File: src/hw/rtl/rgb_box_mean_filter_assert.svh
// Assertion macros for the box mean filter
`ifndef RGB_BOX_MEAN_FILTER_ASSERT_SVH
`define RGB_BOX_MEAN_FILTER_ASSERT_SVH
`ifndef SYNTH
`define RBMF_ASSERT_CLK(lbl, clk, rstn, prop) \
  lbl: assert property (@(posedge clk) disable iff (!rstn) prop) \
    else $error("rbmf assertion failed");
`define RBMF_ASSERT(lbl, prop) `RBMF_ASSERT_CLK(lbl, clk_i, rst_ni, prop)
`else
`define RBMF_ASSERT_CLK(lbl, clk, rstn, prop)
`define RBMF_ASSERT(lbl, prop)
`endif
`endif

File: src/hw/rtl/rbmf_pkg.sv
package rbmf_pkg;

  localparam int unsigned PIX_W      = 8;
  localparam int unsigned CFG_IDX_W  = 2;
  localparam int unsigned CFG_DATA_W = 13;

  localparam logic [CFG_IDX_W-1:0] REG_WIDTH  = 2'd0;
  localparam logic [CFG_IDX_W-1:0] REG_HEIGHT = 2'd1;
  localparam logic [CFG_IDX_W-1:0] REG_RADIUS = 2'd2;

  typedef struct packed {
    logic accept;
    logic setup;
    logic issue;
    logic div_step;
    logic emit;
  } rbmf_cmd_t;

  typedef struct packed {
    logic ready;
    logic win_last;
    logic div_done;
    logic out_free;
  } rbmf_stat_t;

endpackage

File: src/hw/rtl/rbmf_ctrl.sv
module rbmf_ctrl (
  input  logic                clk_i,
  input  logic                rst_ni,
  input  logic                in_valid_i,
  output logic                in_ready_o,
  input  rbmf_pkg::rbmf_stat_t stat_i,
  output rbmf_pkg::rbmf_cmd_t  cmd_o
);
  import rbmf_pkg::*;

  typedef enum logic [5:0] {
    ST_IDLE  = 6'b000001,
    ST_CHECK = 6'b000010,
    ST_SUM   = 6'b000100,
    ST_FLUSH = 6'b001000,
    ST_DIV   = 6'b010000,
    ST_OUT   = 6'b100000
  } state_e;

  state_e state_q, state_d;

  always_comb begin
    state_d = state_q;
    unique case (state_q)
      ST_IDLE:  if (in_valid_i) state_d = ST_CHECK;
      ST_CHECK: state_d = stat_i.ready ? ST_SUM : ST_IDLE;
      ST_SUM:   if (stat_i.win_last) state_d = ST_FLUSH;
      ST_FLUSH: state_d = ST_DIV;
      ST_DIV:   if (stat_i.div_done) state_d = ST_OUT;
      ST_OUT:   if (stat_i.out_free) state_d = ST_IDLE;
      default:  state_d = ST_IDLE;
    endcase
  end

  always_ff @(posedge clk_i or negedge rst_ni) begin
    if (!rst_ni) begin
      state_q <= ST_IDLE;
    end else begin
      state_q <= state_d;
    end
  end

  assign in_ready_o     = (state_q == ST_IDLE);
  assign cmd_o.accept   = (state_q == ST_IDLE) && in_valid_i;
  assign cmd_o.setup    = (state_q == ST_CHECK);
  assign cmd_o.issue    = (state_q == ST_SUM);
  assign cmd_o.div_step = (state_q == ST_DIV) && !stat_i.div_done;
  assign cmd_o.emit     = (state_q == ST_OUT) && stat_i.out_free;

endmodule

File: config.mk
export PLATFORM = sky130hd
export DESIGN_NAME = rbmf_ctrl
export DESIGN_NICKNAME = d
export VERILOG_FILES = /design/src/hw/rtl/rgb_box_mean_filter_assert.svh /design/src/hw/rtl/rbmf_pkg.sv /design/src/hw/rtl/rbmf_ctrl.sv
export SDC_FILE = /design/constraint.sdc
export NUM_CORES = 1
export LEC_CHECK = 0
export BUFFER_PORTS_ARGS = -buffer_cell sky130_fd_sc_hd__buf_2
export CAP_MARGIN = 15
export CELL_PAD_IN_SITES_DETAIL_PLACEMENT = 1
export CELL_PAD_IN_SITES_GLOBAL_PLACEMENT = 1
export CORE_AREA = 2 2 39 41
export DETAILED_ROUTE_END_ITERATION = 7
export DIE_AREA = 0 0 41 43
export GPL_ROUTABILITY_DRIVEN = 0
export HOLD_SLACK_MARGIN = 0.02
export PLACE_DENSITY = 0.67
export SETUP_SLACK_MARGIN = 0.02
export SYNTH_ARGS = -nofsm -noshare
export SYNTH_HDL_FRONTEND = slang
export SYNTH_SLANG_ARGS = --single-unit
File: constraint.sdc
create_clock -name clk_i -period 1.9 [get_ports clk_i]
set_input_delay 0.38 -clock clk_i [delete_from_list [all_inputs] [get_ports clk_i]]
set_output_delay 0.38 -clock clk_i [all_outputs]
set_load 0.05 [all_outputs]
**Word level (Yosys, flattened, before mapping)**

Cells that the tools add are included.

- Register bits after elaboration: 6
- RAM bits: 0
- Word-level logic and storage cells: 22
- Input bits: 7
- Latch bits: 0
- Output and inout port bits: 6
- Memories kept: 0
- Memory bits (read-only): 0

- $mul: 0
- Multiplexer cells: 6
- Reduce and logical (&&, ||, !) cells: 5
- Equal/unequal tests: 10
- Bitwise operators: 0
- Shifts and indexed selects: 0
- Add/subtract/negate cells: 0
- Divide/modulo/power cells: 0
- Magnitude comparators: 0

Operator list:

| kind | number |
|---|---|
| 6-bit case mux with 6 select lines | 1 |
| 6-bit two-way mux | 4 |
| 2-bit != test (second input constant) | 4 |
| 6-bit by 1-bit == test with 1-bit output (second input constant) | 1 |
| 6-bit by 2-bit == test with 1-bit output (second input constant) | 1 |
| 6-bit by 3-bit == test with 1-bit output (second input constant) | 1 |
| 6-bit by 4-bit == test with 1-bit output (second input constant) | 1 |
| 6-bit by 5-bit == test with 1-bit output (second input constant) | 1 |
| 6-bit == test (second input constant) | 1 |
| 4-bit AND reduction | 1 |
| 1-bit logical AND | 3 |
| 3-bit two-way mux | 1 |
| 1-bit logical NOT | 1 |

**Depth between registers and ports, before layout**

- Depth after elaboration: 3
- Mapped depth: 5
- Depth with buffers taken out: 4

**Least setup slack after synthesis**

Ideal clock, no wire load.

- Path kind: register -> output
- Start point: register state_q[4]
- End point: output port cmd_o[4] in the netlist's numbering
- Buffers on the path: 1
- Stages on the path, launching flop included: 6
- Data required time: 1.520 ns
- Arrival time: 2.430 ns
- Path slack: -0.910 ns
- Path through: dfrtp_1 > buf_6 > nor3_4 > nand2_2 > nor3_1 > and2_1

RTL lines:

| what | line | text |
|---|---|---|
| from (decl) | rbmf_ctrl.sv:20 | `state_e state_q, state_d;` |
| from (signal assigned) | rbmf_ctrl.sv:39 | `state_q <= state_d;` |
| to (decl) | rbmf_ctrl.sv:7 | `output rbmf_pkg::rbmf_cmd_t cmd_o` |

==> flow_summary.yaml <==
synth:
  syn_nets: 54
  syn_avg_cell_area_um2: 8.732
  syn_inst: 47
  synth_seq_area_share_pct: 36.89
  syn_area_um2: 410.4
  ys.warnings.count: 0
  synth_cell_types: 23
  synth-seq-cells: 6
setup_path:
  critPathMaxStageDelay_ns: 0.46
  critPathSlowestCell: "dfrtp_2"
  crit_arrival_ns: 1.48
  end_kind: "output pin"
  cp_cell_sequence: "nor3_4 > nand2_2 > nor3_4 > and2_2 > buf_6"
  path_class: "reg -> out"
  startpoint_type: "register"
  cp_max_fo: 7
  crit_path_frequent_cell: "nor3_4"
  cp.required_ns: 1.52
sta:
  max_freq_ghz: 0.5382
  maxSlewHeadroom_pct: 78.36
  fin_crit_sh_pct: 97.79
  final-setup-viol-count: 0
  worstMarginPinSlew_ns: 0.3245
  fin_hold_ws_ns: 0.3026
  skew_ns: 0.009266
  slew_violations: 0
  rsz0062_at_grt: "true"
  period_needed_ns: 1.858
  hold_violations: 0
placed_design:
  port_buffers: 12
  dp_hpwl_um: 815.7
  placed_cell_area_um2: 499.2
grt:
  grt_antenna_before_repair: 0
  overflow: 0
  grt_pass1_vias: 410
  grt_usage_pct: 15.28
  grt_max_degree: 9
  grt_pass1_wl_mm: 1.773
clock_network:
  h-tree-depth: 1
  cts_tree: "done"
  clock-sinks: 6
  clock_latency_ns: 0.26
  numCtsBuffers: 3
  clockBufferDepth: 2
  root_buffer: "clkbuf_4"
  path_clk_slew_ns: 0.05
pwr:
  p_leak_nw: 0.2483
  power.density_nw_per_um2: 1230
  irDropWorstVdd_v: 0.0008490
floorplan:
  io_pins: 13
  die_h_um: 43
  rows: 14
  die_area_um2: 1763
  start_util_pct: 29.66
  die_w_um: 41
  core_um2: 1384
cells_and_area:
  top_register: "state_q"
  num-nets-final: 71
  largestRegisters: "state_q (6)"
  multi_input_area_um2: 264.0
  final_cell_mix: "nor2_1, buf_2, clkbuf_4"
  regArea_um2: 155.1
  largest_reg_flops: 6
  diodes: 0
  post-route-cell-area_um2: 578.1
  nFillCells: 167
  drive_gt1_share_pct: 44.44
  area_growth_pct: 40.85
routing:
  via_per_inst: 5.177
  routedWlPerCell_um: 13.27
  vias: 409
  first_pass_iters: 2
  drt_wl_total_mm: 1.048
  drc: 0
  drt_iter0_drc: 1
  ant_nets: 0
run_status:
  status: "finished, final reports clean"
run:
  maxCapViolations: 0
worst_hold_path:
  min_path_type: "in -> reg"
[critical path, delay by kind of cell (launching register included)]
family | cells | cell delay [ns]
buf+inv | 1 | 0.15
simple gates | 4 | 0.61
flops | 1 | 0.46
[through the flow]
stage / utilization, % / std cells / total power, W / setup slack, ns / setup TNS, ns
3_3_place_gp: 36.08 / 73 / 0.0005346 / 0.2307 / 0
4_1_cts: 40.78 / 78 / 0.0007116 / 0.02106 / 0
5_1_grt: 41.77 / 79 / 0.0007591 / -0.06527 / -0.1420
2_1_floorplan: - / 47 / 0.0004723 / -0.09381 / -0.09381
6_report: 41.77 / 79 / 0.0007113 / 0.04198 / 0
3_5_place_dp: 36.08 / 73 / 0.0005414 / 0.1915 / 0
[per-layer routing]
layer | global-route usage, % | part of all wire, % | vias up
met1 | 18.48 | 45 | 192
met2 | 23.13 | 47 | 14
met3 | 4.712 | 6.3 | 2
met4 | 8.000 | 1.3 | 0
met5 | 0 | 0 | -
li1 | - | - | 201
[logic make-up after synthesis]
family | share of synthesized area (%)
buf+inv | 8.231
mux | 2.439
compound gates | 14.02
flops | 36.89
xor+xnor | 2.135
simple gates | 36.29
[report_power, final]
group          switching, W  total (W)  internal (W)
clock             0.0000533   0.000133     0.0000800
sequential        0.0000513   0.000215      0.000163
combinational      0.000225   0.000363      0.000139
[path summary, 6_finish.rpt]
kind | startpoint | endpoint | slack (ns) | cells after the start
setup / recovery | state_q[2] | cmd_o[4] | 0.04 | 5
hold / removal | stat_i[2] | state_q[2] | 0.30 | 2
setup reg to reg | state_q[2] | state_q[0] | 0.43 | 4
hold reg to reg | state_q[2] | state_q[4] | 0.56 | 1
max in group asynchronous | rst_ni | state_q[0] | 1.19 | 2
min in group asynchronous | rst_ni | state_q[4] | 0.48 | 2
[synthesized netlist by cell type]
master	number	area, um2
nor2b_1	1	6.260
nor3b_1	4	30.03
or4_1	1	7.510
and2_1	3	18.77
o2bb2ai_1	1	8.760
nor4b_1	1	8.760
buf_4	2	15.01
nand2_1	2	7.510
inv_1	2	7.510
nand2_2	1	6.260
a31oi_1	3	18.77
nor2_1	7	26.28
mux2i_1	1	10.01
nor3_1	2	10.01
nand3_1	1	5.000
o211ai_1	2	15.01
nor4_1	1	6.260
dfrtp_1	5	125.1
dfstp_2	1	26.28
xor2_1	1	8.760
nor3_4	1	16.27
o21ai_0	3	15.01
buf_6	1	11.26
[final cells by class]
class | instances | area share, %
clock buffer | 4 | 4.545
sequential | 6 | 26.84
multi-input combinational | 36 | 45.67
inverter | 2 | 1.299
timing repair buffer | 15 | 18.18
tap | 16 | 3.463
[repair_timing]
| item | CTS | global route |
|---|---|---|
| setup buffers | 0 | 1 |
| endpoints found under the hold margin | 5 | 0 |
| hold buffers | 1 | 0 |
| resized for setup | 9 | 3 |
| setup endpoints to repair | 4 | 6 |
No activity file was read; power rests on OpenSTA's default activity.
